===== src/iie_pkg.sv =====
// shared types, constants and flag helpers for the implied-instruction executor
package iie_pkg;

    localparam int CMD_W   = 5;
    localparam int DATA_W  = 8;
    localparam int PC_W    = 16;
    localparam int CYC_W   = 3;
    localparam int STK_AW  = 8;
    localparam int STK_DEPTH = 1 << STK_AW;

    // status bit positions, N V 1 B D I Z C
    localparam int FLG_C = 0;
    localparam int FLG_Z = 1;
    localparam int FLG_I = 2;
    localparam int FLG_D = 3;
    localparam int FLG_B = 4;
    localparam int FLG_U = 5;
    localparam int FLG_V = 6;
    localparam int FLG_N = 7;

    localparam logic [DATA_W-1:0] SP_RST     = 8'hFD;
    localparam logic [DATA_W-1:0] STATUS_RST = 8'h24;
    localparam logic [DATA_W-1:0] PUSH_BU    = 8'h30;
    localparam logic [PC_W-1:0]   VEC_RST    = 16'h0000;

    localparam logic [CYC_W-1:0] CYC_IMPL = 3'd2;
    localparam logic [CYC_W-1:0] CYC_PUSH = 3'd3;
    localparam logic [CYC_W-1:0] CYC_PULL = 3'd4;
    localparam logic [CYC_W-1:0] CYC_RET  = 3'd6;
    localparam logic [CYC_W-1:0] CYC_BRK  = 3'd7;

    typedef enum logic [CMD_W-1:0] {
        CMD_BRK = 5'd0,  CMD_CLC = 5'd1,  CMD_CLD = 5'd2,  CMD_CLI = 5'd3,
        CMD_CLV = 5'd4,  CMD_DEX = 5'd5,  CMD_DEY = 5'd6,  CMD_INX = 5'd7,
        CMD_INY = 5'd8,  CMD_NOP = 5'd9,  CMD_PHA = 5'd10, CMD_PHP = 5'd11,
        CMD_PLA = 5'd12, CMD_PLP = 5'd13, CMD_RTI = 5'd14, CMD_RTS = 5'd15,
        CMD_SEC = 5'd16, CMD_SED = 5'd17, CMD_SEI = 5'd18, CMD_TAX = 5'd19,
        CMD_TAY = 5'd20, CMD_TSX = 5'd21, CMD_TXA = 5'd22, CMD_TXS = 5'd23,
        CMD_TYA = 5'd24
    } t_cmd;

    // one stack access per cycle: a write port and a read port
    typedef struct packed {
        logic              we;
        logic [STK_AW-1:0] waddr;
        logic [DATA_W-1:0] wdata;
        logic              re;
        logic [STK_AW-1:0] raddr;
    } t_stk_req;

    function automatic logic [DATA_W-1:0] f_set_zn(input logic [DATA_W-1:0] p,
                                                   input logic [DATA_W-1:0] v);
        logic [DATA_W-1:0] r;
        r        = p;
        r[FLG_Z] = (v == '0);
        r[FLG_N] = v[DATA_W-1];
        return r;
    endfunction

    // pulled status: B dropped, bit 5 forced
    function automatic logic [DATA_W-1:0] f_load_status(input logic [DATA_W-1:0] v);
        logic [DATA_W-1:0] r;
        r        = v;
        r[FLG_B] = 1'b0;
        r[FLG_U] = 1'b1;
        return r;
    endfunction

    function automatic logic [CYC_W-1:0] f_cycles(input t_cmd c);
        logic [CYC_W-1:0] r;
        case (c) inside
            CMD_BRK:          r = CYC_BRK;
            CMD_PHA, CMD_PHP: r = CYC_PUSH;
            CMD_PLA, CMD_PLP: r = CYC_PULL;
            CMD_RTI, CMD_RTS: r = CYC_RET;
            default:          r = CYC_IMPL;
        endcase
        return r;
    endfunction

endpackage


===== src/iie_stack_ram.sv =====
// 256-byte stack page: synchronous RAM with per-entry valid bits, unwritten reads as zero
module iie_stack_ram (
    input  logic                          i_clk,
    input  logic                          i_rst_n,
    input  iie_pkg::t_stk_req             i_req,
    output logic [iie_pkg::DATA_W-1:0]    o_rdata
);
    import iie_pkg::*;

    logic [DATA_W-1:0]    r_mem [STK_DEPTH];
    logic [STK_DEPTH-1:0] r_valid;
    logic [DATA_W-1:0]    r_rd;
    logic                 r_rd_valid;

    always_ff @(posedge i_clk) begin
        if (i_req.we) begin
            r_mem[i_req.waddr] <= i_req.wdata;
        end
        if (i_req.re) begin
            r_rd <= r_mem[i_req.raddr];
        end
    end

    always_ff @(posedge i_clk) begin
        if (!i_rst_n) begin
            r_valid    <= '0;
            r_rd_valid <= 1'b0;
        end else begin
            if (i_req.we) begin
                r_valid[i_req.waddr] <= 1'b1;
            end
            if (i_req.re) begin
                r_rd_valid <= r_valid[i_req.raddr];
            end
        end
    end

    assign o_rdata = r_rd_valid ? r_rd : '0;

endmodule


===== src/implied_instruction_execute_8bit_cpu.sv =====
// top level: implied-instruction executor with register file and stack RAM
//
//  channel | direction | handshake             | payload
//  in      | input     | i_in_valid/o_in_stall | i_command, i_pc_in
//  out     | output    | o_out_valid/i_out_stall | o_acc_out .. o_cycle_count
//  cfg     | input     | i_cfg_valid/o_cfg_ready | i_cfg_data (brk vector)
//
//  one beat per cycle for register ops and PHA/PHP if out does not stall;
//  PLA/PLP end in S1, BRK/RTS in S2, RTI in S3; one stack access per cycle.
//  a new beat is taken in the cycle the previous instruction finishes.
//  reset (sync, active low) loads A/X/Y=0, SP=FD, P=24, vector 0; the stack
//  valid bits clear at once, so there is no clearing pass.
//  a stalled result holds in the output register and freezes the engine.
module implied_instruction_execute_8bit_cpu (
    input  logic                          i_clk,
    input  logic                          i_rst_n,
    input  logic                          i_in_valid,
    output logic                          o_in_stall,
    input  logic [iie_pkg::CMD_W-1:0]     i_command,
    input  logic [iie_pkg::PC_W-1:0]      i_pc_in,
    output logic                          o_out_valid,
    input  logic                          i_out_stall,
    output logic [iie_pkg::DATA_W-1:0]    o_acc_out,
    output logic [iie_pkg::DATA_W-1:0]    o_x_out,
    output logic [iie_pkg::DATA_W-1:0]    o_y_out,
    output logic [iie_pkg::DATA_W-1:0]    o_sp_out,
    output logic [iie_pkg::DATA_W-1:0]    o_flags_out,
    output logic [iie_pkg::PC_W-1:0]      o_pc_next,
    output logic [iie_pkg::CYC_W-1:0]     o_cycle_count,
    input  logic                          i_cfg_valid,
    output logic                          o_cfg_ready,
    input  logic [iie_pkg::PC_W-1:0]      i_cfg_data
);
    import iie_pkg::*;

    typedef enum logic [4:0] {
        PH_IDLE = 5'b00001,
        PH_S0   = 5'b00010,
        PH_S1   = 5'b00100,
        PH_S2   = 5'b01000,
        PH_S3   = 5'b10000
    } t_phase;

    t_phase            r_phase, n_phase;
    t_cmd              r_cmd;
    logic [PC_W-1:0]   r_pc;
    logic [PC_W-1:0]   r_vec;
    logic [DATA_W-1:0] r_a, r_x, r_y, r_sp, r_p, r_lo;
    logic [DATA_W-1:0] n_a, n_x, n_y, n_sp, n_p, n_lo;
    logic [PC_W-1:0]   pc_nxt;
    logic [PC_W-1:0]   pc_plus2;
    logic              r_ov;

    logic              busy;
    logic              go;
    logic              last;
    logic              in_acc;
    t_stk_req          req;
    logic [DATA_W-1:0] rd;

    assign busy     = (r_phase != PH_IDLE);
    assign go       = busy && (!r_ov || !i_out_stall);
    assign o_in_stall = busy && !(go && last);
    assign in_acc   = i_in_valid && !o_in_stall;
    assign o_cfg_ready = 1'b1;
    assign pc_plus2 = r_pc + 16'd2;

    iie_stack_ram u_stack (
        .i_clk   (i_clk),
        .i_rst_n (i_rst_n),
        .i_req   (req),
        .o_rdata (rd)
    );

    always_comb begin
        n_a     = r_a;
        n_x     = r_x;
        n_y     = r_y;
        n_sp    = r_sp;
        n_p     = r_p;
        n_lo    = r_lo;
        n_phase = r_phase;
        pc_nxt  = r_pc + 16'd1;
        last    = 1'b0;
        req.we    = 1'b0;
        req.waddr = r_sp;
        req.wdata = r_a;
        req.re    = 1'b0;
        req.raddr = r_sp + 8'd1;

        unique case (r_phase)
            PH_S0: begin
                unique case (r_cmd)
                    CMD_BRK: begin
                        req.we    = 1'b1;
                        req.wdata = pc_plus2[PC_W-1:DATA_W];
                        n_sp      = r_sp - 8'd1;
                        n_phase   = PH_S1;
                    end
                    CMD_CLC: begin n_p[FLG_C] = 1'b0; last = 1'b1; end
                    CMD_CLD: begin n_p[FLG_D] = 1'b0; last = 1'b1; end
                    CMD_CLI: begin n_p[FLG_I] = 1'b0; last = 1'b1; end
                    CMD_CLV: begin n_p[FLG_V] = 1'b0; last = 1'b1; end
                    CMD_SEC: begin n_p[FLG_C] = 1'b1; last = 1'b1; end
                    CMD_SED: begin n_p[FLG_D] = 1'b1; last = 1'b1; end
                    CMD_SEI: begin n_p[FLG_I] = 1'b1; last = 1'b1; end
                    CMD_DEX: begin
                        n_x = r_x - 8'd1; n_p = f_set_zn(r_p, n_x); last = 1'b1;
                    end
                    CMD_DEY: begin
                        n_y = r_y - 8'd1; n_p = f_set_zn(r_p, n_y); last = 1'b1;
                    end
                    CMD_INX: begin
                        n_x = r_x + 8'd1; n_p = f_set_zn(r_p, n_x); last = 1'b1;
                    end
                    CMD_INY: begin
                        n_y = r_y + 8'd1; n_p = f_set_zn(r_p, n_y); last = 1'b1;
                    end
                    CMD_TAX: begin n_x = r_a;  n_p = f_set_zn(r_p, r_a);  last = 1'b1; end
                    CMD_TAY: begin n_y = r_a;  n_p = f_set_zn(r_p, r_a);  last = 1'b1; end
                    CMD_TSX: begin n_x = r_sp; n_p = f_set_zn(r_p, r_sp); last = 1'b1; end
                    CMD_TXA: begin n_a = r_x;  n_p = f_set_zn(r_p, r_x);  last = 1'b1; end
                    CMD_TYA: begin n_a = r_y;  n_p = f_set_zn(r_p, r_y);  last = 1'b1; end
                    CMD_TXS: begin n_sp = r_x; last = 1'b1; end
                    CMD_PHA: begin
                        req.we    = 1'b1;
                        req.wdata = r_a;
                        n_sp      = r_sp - 8'd1;
                        last      = 1'b1;
                    end
                    CMD_PHP: begin
                        req.we    = 1'b1;
                        req.wdata = r_p | PUSH_BU;
                        n_sp      = r_sp - 8'd1;
                        last      = 1'b1;
                    end
                    CMD_PLA, CMD_PLP, CMD_RTI, CMD_RTS: begin
                        req.re  = 1'b1;
                        n_sp    = r_sp + 8'd1;
                        n_phase = PH_S1;
                    end
                    default: last = 1'b1;   // NOP and undefined codes
                endcase
            end
            PH_S1: begin
                unique case (r_cmd)
                    CMD_BRK: begin
                        req.we    = 1'b1;
                        req.wdata = pc_plus2[DATA_W-1:0];
                        n_sp      = r_sp - 8'd1;
                        n_phase   = PH_S2;
                    end
                    CMD_PLA: begin
                        n_a  = rd;
                        n_p  = f_set_zn(r_p, rd);
                        last = 1'b1;
                    end
                    CMD_PLP: begin
                        n_p  = f_load_status(rd);
                        last = 1'b1;
                    end
                    CMD_RTI: begin
                        n_p     = f_load_status(rd);
                        req.re  = 1'b1;
                        n_sp    = r_sp + 8'd1;
                        n_phase = PH_S2;
                    end
                    CMD_RTS: begin
                        n_lo    = rd;
                        req.re  = 1'b1;
                        n_sp    = r_sp + 8'd1;
                        n_phase = PH_S2;
                    end
                    default: last = 1'b1;
                endcase
            end
            PH_S2: begin
                unique case (r_cmd)
                    CMD_BRK: begin
                        // status pushed before I is set
                        req.we     = 1'b1;
                        req.wdata  = r_p | PUSH_BU;
                        n_sp       = r_sp - 8'd1;
                        n_p[FLG_I] = 1'b1;
                        pc_nxt     = r_vec;
                        last       = 1'b1;
                    end
                    CMD_RTI: begin
                        n_lo    = rd;
                        req.re  = 1'b1;
                        n_sp    = r_sp + 8'd1;
                        n_phase = PH_S3;
                    end
                    CMD_RTS: begin
                        pc_nxt = {rd, r_lo} + 16'd1;
                        last   = 1'b1;
                    end
                    default: last = 1'b1;
                endcase
            end
            PH_S3: begin
                pc_nxt = {rd, r_lo};
                last   = 1'b1;
            end
            PH_IDLE: begin
                last = 1'b0;
            end
            default: begin
                last = 1'b0;
            end
        endcase

        // nothing reaches the RAM while the engine is frozen
        req.we = req.we && go;
        req.re = req.re && go;
    end

    always_ff @(posedge i_clk) begin
        if (!i_rst_n) begin
            r_phase <= PH_IDLE;
            r_a     <= '0;
            r_x     <= '0;
            r_y     <= '0;
            r_sp    <= SP_RST;
            r_p     <= STATUS_RST;
            r_vec   <= VEC_RST;
            r_ov    <= 1'b0;
        end else begin
            if (i_cfg_valid && o_cfg_ready) begin
                r_vec <= i_cfg_data;
            end
            if (go) begin
                r_a  <= n_a;
                r_x  <= n_x;
                r_y  <= n_y;
                r_sp <= n_sp;
                r_p  <= n_p;
            end
            if (in_acc) begin
                r_phase <= PH_S0;
            end else if (go && last) begin
                r_phase <= PH_IDLE;
            end else if (go) begin
                r_phase <= n_phase;
            end
            if (go && last) begin
                r_ov <= 1'b1;
            end else if (!i_out_stall) begin
                r_ov <= 1'b0;
            end
        end
    end

    // payload registers
    always_ff @(posedge i_clk) begin
        if (in_acc) begin
            r_cmd <= t_cmd'(i_command);
            r_pc  <= i_pc_in;
        end
        if (go) begin
            r_lo <= n_lo;
        end
        if (go && last) begin
            o_acc_out     <= n_a;
            o_x_out       <= n_x;
            o_y_out       <= n_y;
            o_sp_out      <= n_sp;
            o_flags_out   <= n_p;
            o_pc_next     <= pc_nxt;
            o_cycle_count <= f_cycles(r_cmd);
        end
    end

    assign o_out_valid = r_ov;

endmodule


===== config.mk =====
export PLATFORM = sky130hd
export DESIGN_NAME = implied_instruction_execute_8bit_cpu
export DESIGN_NICKNAME = d
export VERILOG_FILES = /design/src/iie_pkg.sv /design/src/iie_stack_ram.sv /design/src/implied_instruction_execute_8bit_cpu.sv
export SDC_FILE = /design/constraint.sdc
export NUM_CORES = 2
export LEC_CHECK = 0
export BUFFER_PORTS_ARGS = -buffer_cell sky130_fd_sc_hd__buf_2
export CORE_MARGIN = 2
export CORE_UTILIZATION = 57
export CTS_BUF_LIST = sky130_fd_sc_hd__clkbuf_4 sky130_fd_sc_hd__clkbuf_8
export DETAILED_ROUTE_END_ITERATION = 8
export PLACE_DENSITY = 0.73
export SLEW_MARGIN = 20
export SYNTH_ARGS = -nofsm -noshare
export SYNTH_HDL_FRONTEND = slang
export SYNTH_SLANG_ARGS = --single-unit

===== constraint.sdc =====
create_clock -name i_clk -period 36.3 [get_ports i_clk]
set_input_delay 3.63 -clock i_clk [delete_from_list [all_inputs] [get_ports i_clk]]
set_output_delay 3.63 -clock i_clk [all_outputs]
set_load 0.01 [all_outputs]

Word-level counts from Yosys, hierarchy flattened
Memory sizes are Yosys's and may differ from the RTL's. A register that Yosys moved wholly into a read port is not among the register bits.
Index checks and enable logic that the tools add are counted.
{ "totals": {"mem_bits_rw": 2048, "regBits": 407, "inputBits": 42, "out_inout_bits": 62, "memories": 1} }
{ "mem_list": {"columns": ["name", "depth", "width", "read_ports", "rd_ports_with_merged_regs", "wr", "line_no", "rtl"], "rows": [
  ["u_stack.r_mem", 256, 8, 1, 1, 1, "iie_stack_ram.sv:10", "logic [DATA_W-1:0] r_mem [STK_DEPTH];"]
]} }
{ "classes": {"n_reduce_logical": 40, "bitwise_logic": 2, "muxes": 60, "n_eq_ne": 36, "n_lt_le_gt_ge": 3, "n_addsub": 9} }
{ "op_table": {"columns": ["op", "count"], "rows": [
  ["bitwise OR 256 bit", 1],
  ["one-hot mux 8 bit (2 select lines)", 7],
  ["logical NOT 8 bit", 9],
  ["one-hot mux 8 bit (3 select lines)", 3],
  ["two-way mux 8 bit", 8],
  ["one-hot mux 16 bit (2 select lines)", 2],
  ["== test 5 bit, second input constant", 10],
  ["== test 5 x 4 -> 1 bit, second input constant", 8],
  ["adder 16 x 1 -> 16 bit, second input constant", 2],
  ["one-hot mux 8 bit (4 select lines)", 1],
  ["one-hot mux 9 bit (3 select lines)", 1],
  ["== test 5 x 3 -> 1 bit, second input constant", 5],
  ["adder 8 x 1 -> 8 bit, second input constant", 3],
  ["subtractor 8 x 1 -> 8 bit, second input constant", 3],
  ["< comparator 8 x 9 -> 1 bit, second input constant", 2],
  ["adder 16 x 2 -> 16 bit, second input constant", 1],
  ["two-way mux 1 bit", 16],
  ["one-hot mux 1 bit (8 select lines)", 2],
  ["== test 5 x 2 -> 1 bit, second input constant", 3],
  ["two-way mux 5 bit", 3],
  ["one-hot mux 5 bit (3 select lines)", 1],
  ["!= test 4 bit, second input constant", 3],
  ["OR reduction 2 bit", 6],
  ["one-hot mux 5 bit (2 select lines)", 1],
  ["other kinds (26)", 49]
]} }

Longest topological paths before layout
{ "depth": {"word_depth": 11, "ltp_mapped": 18} }

By module
A second synthesis with hierarchy kept.
{ "hier_totals": {"hier_cells": 5365, "area_unflattened_um2": 97517.3} }
{ "modules_own_cells": {"columns": ["module", "cells_each", "area_per_inst_um2", "n_inst"], "rows": [
  ["iie_stack_ram", 4286, 87995.6, 1],
  ["implied_instruction_execute_8bit_cpu", 1079, 9521.6, 1]
]} }

Worst setup path after synthesis
No wires, ideal clock.
{ "synth_path": {"path_type": "reg2reg", "startpoint": "register r_cmd[1]", "endpoint": "memory u_stack.r_mem[0][0], data pin", "path_stages_with_launch": 9, "setup_ns": 2.187, "path_slack_ns": 22.227, "required_ns": 34.113, "path_buffers": 2, "arrival_time_ns": 11.886, "path_cell_list": "edfxtp_1 -> clkbuf_1 -> clkbuf_1 -> nand2_1 -> nor4_1 -> o21ai_0 -> nor2_1 -> a21oi_1 -> o21ai_0"} }
{ "synth_lines": {"columns": ["item", "line_no", "rtl"], "rows": [
  ["start: declaration", "implied_instruction_execute_8bit_cpu.sv:45", "t_cmd r_cmd;"],
  ["start signal: assignment", "implied_instruction_execute_8bit_cpu.sv:257", "r_cmd <= t_cmd'(i_command);"],
  ["end: declaration", "iie_stack_ram.sv:10", null]
]} }

Final worst setup path
{ "layout_path": {"startpoint": "input i_out_stall", "endpoint": "output o_in_stall"} }
{ "layout_via": {"elab_chain_cells": 6} }
{ "layout_rtl": {"columns": ["item", "line_no", "rtl"], "rows": [
  ["start: declaration", "implied_instruction_execute_8bit_cpu.sv:22", "input logic i_out_stall,"],
  ["logical NOT 1 bit", null, null],
  ["logical OR 1 bit", "implied_instruction_execute_8bit_cpu.sv:62", "assign go = busy && (!r_ov || !i_out_stall);"],
  ["logical AND 1 bit", "implied_instruction_execute_8bit_cpu.sv:62", null],
  ["logical AND 1 bit", "implied_instruction_execute_8bit_cpu.sv:63", "assign o_in_stall = busy && !(go && last);"],
  ["logical NOT 1 bit", "implied_instruction_execute_8bit_cpu.sv:63", null],
  ["logical AND 1 bit", "implied_instruction_execute_8bit_cpu.sv:63", null],
  ["end: declaration", "implied_instruction_execute_8bit_cpu.sv:18", "output logic o_in_stall,"]
]} }
Every way passes these cells.

==> metrics.txt <==
outcome finished, violations left; violated checks DRC; # setup viols final 0; setup TNS 0 ps; Yosys top cell by area edfxtp_1; Slew @ Worst Pin 1205 ps; power density over the cells 61.70 nW/um2; cts repair resizes 0; Startpoint Class primary input; GPL Wtd Cong roughly 0.9; Slew Limit Fails 0; FF+latch count, synth roughly 2500; Starting Density a little under three fifths; initial antenna violation count 7; layout cells sized above 1 32.58%; final hold viol count 0; core area 172100 um2; final core utilization 64.84%; Die H 420.6 um; critical path type primary input to primary output; routed len/inst between 30 and 40 um; first-pass GRT wire length 362.5 mm; CTS root buffer clkbuf_8; Row Count 152; final WL 249.6 mm; count leader, synth edfxtp_1; Die X 420.6 um; Hold Crit Class flip-flop to flip-flop; worst endpoint data arrival time 4850 ps; Synth Net Count 5185; Clock Path Buffers 4; Area growth syn-to-layout 12.79%; IO Port Bufs 102; largest net degree at the start of global routing approximately 160; Clock Latency Late Sink 1080 ps; CP Capture Type primary output; Tot GR Track Use roughly 28%; # DRC 2; crit-path max FO between 40 and 50; sequential area share after synthesis a little under three quarters; Synth async-reset ratio 0%; synth unique cells 76; Nets around 5500; GRT overflow 0; vias in the first global route 52900; Rel. slew slack between 10% and 20%; DRT antenna net count 0; EDFF count, synth about 2100; post-DP HPWL ~150 mm; Total Power between 0.006 and 0.007 W; Num CTS Buffers ~390; 1st-iter DRT viols 7752; # H-tree levels 5; Cell Area, Synth around 99000 um2; CTS Hold Bufs 0; vias per cell 6.636; total of max-cap violations 0; synthesized netlist cell count 5125; ranking of synthesized cells by area edfxtp_1 65%, mux4_2 16%, dfxtp_1 6.5%; Yosys warning count 0; clock-pin slew on the worst setup and hold paths around 60 ps; CTS tree built; reg-to-reg slack, setup between 20000 and 30000 ps; Via Count between 50000 and 60000; Peak VDD IR a little under 50 uV; Worst Path Required roughly 33000 ps; fmax about 0.12 GHz; drt first pass iters 9; CTS sink count between 2000 and 2500; unrepaired setup endpoints after global routing false; commonest cells in the netlist 2144 x edfxtp_1, 704 x mux4_2, 319 x dfxtp_1; minimum clock period roughly 8500 ps; fin crit share 23.35%; Worst R2R Path Depth 10; Synth Flop Type edfxtp_1; clock skew between 70 and 80 ps; Post CTS Setup Buffer Count 0; syn_area_per_cell 19.30 um2; Pleak ~37 nW; Die ar. 176900 um2; hold depth 2; Synth top area share roughly two thirds; I/O pin cnt approximately 100
layout make-up:
class	count	area, um2
inverters	25	117.6
clock inverters	137	959.7
clock buffers	572	6984
flip-flops and latches	2463	70770
diodes	6	15.01
multi-input cells	2263	27400
well taps	2310	2890
repair buffers	341	2452
fillers	11320	60520
layout by cell type (no fill, tap or decap), types with 21 or more instances in the layout:
cell      instances
a21oi_1          52
a221o_1          28
a221oi_1         27
a22o_1           42
a22oi_1          31
buf_2           101
buf_4           227
clkbuf_4        142
clkbuf_8        430
clkinv_1         64
clkinv_2         48
dfxtp_1         318
edfxtp_1       2144
inv_1            21
mux2i_1          34
mux4_2          704
nand2_1         131
nand3_1          38
nor2_1          191
nor3_1          136
nor3_2           25
nor4_1           45
nor4_2           29
nor4_4           67
o21a_1          227
o21ai_0          54
xnor2_1          37
xor2_1           25
flip-flops by register name, summed over array words and instances, names as in the netlist:
name                count
u_stack.r_rd            8
o_pc_next              16
u_stack.r_mem        2048
r_pc                   16
o_flags_out             8
u_stack.r_valid       256
o_sp_out                8
o_out_valid             1
o_x_out                 8
o_acc_out               8
o_y_out                 8
r_y                     8
u_stack.r_rd_valid      1
r_cmd                   5
r_x                     8
r_vec                  16
r_p                     8
r_sp                    8
r_phase                 5
r_a                     8
o_cycle_count           3
r_lo                    8
cell families (layout without fill, tap and decap cells):
family | count (synthesis) | after routing | share of synthesized area (%)
and+or+nand+nor | 821 | 821 | 4.668
AOI/OAI and AO/OA | 608 | 608 | 4.624
muxes | 746 | 746 | 16.46
DFF | 2463 | 2463 | 71.53
other | 1 | 7 | 0.003790
adders and majority gates | 18 | 18 | 0.2276
buffers and inverters | 399 | 1075 | 1.860
xor gates and xnor gates | 69 | 69 | 0.6260
critical path, stage by stage:
cell and delay (ps):
buf_2 140, a32oi_4 150, buf_4 470, o21a_2 240, nor2_1 70, buf_2 150
layer usage:
layer | routed length [um] | GRT usage [%]
met5 | 105 | 0
met4 | 9674 | 11.62
met3 | 27390 | 6.960
met2 | 118200 | 43.90
met1 | 94230 | 39.50
stage by stage:
stage                     cell area (um2)  hold WS, ps  worst slack, ps  std cells
after global routing               111600        468.2            27740       8113
after floorplan                     98930        407.5            22230       5125
after CTS                          111100        443.6            27830       8108
final                              111600        442.7            27820       8117
after detailed placement           103200        433.6            27830       7399
after global placement             103100        419.9            27830       7399
power by group:
part           switching (W)  internal (W)
clock                0.00107       0.00132
combinational       0.000791      0.000504
sequential         0.0000266       0.00318
total                0.00188       0.00500
final timing paths:
path	startpoint	endpoint
max reg2reg	r_sp[0]	u_stack.r_rd[7]
max	i_out_stall	o_in_stall
min reg2reg	r_p[4]	r_p[4]
min	r_p[4]	r_p[4]
Power figures use the tool's default switching activity.
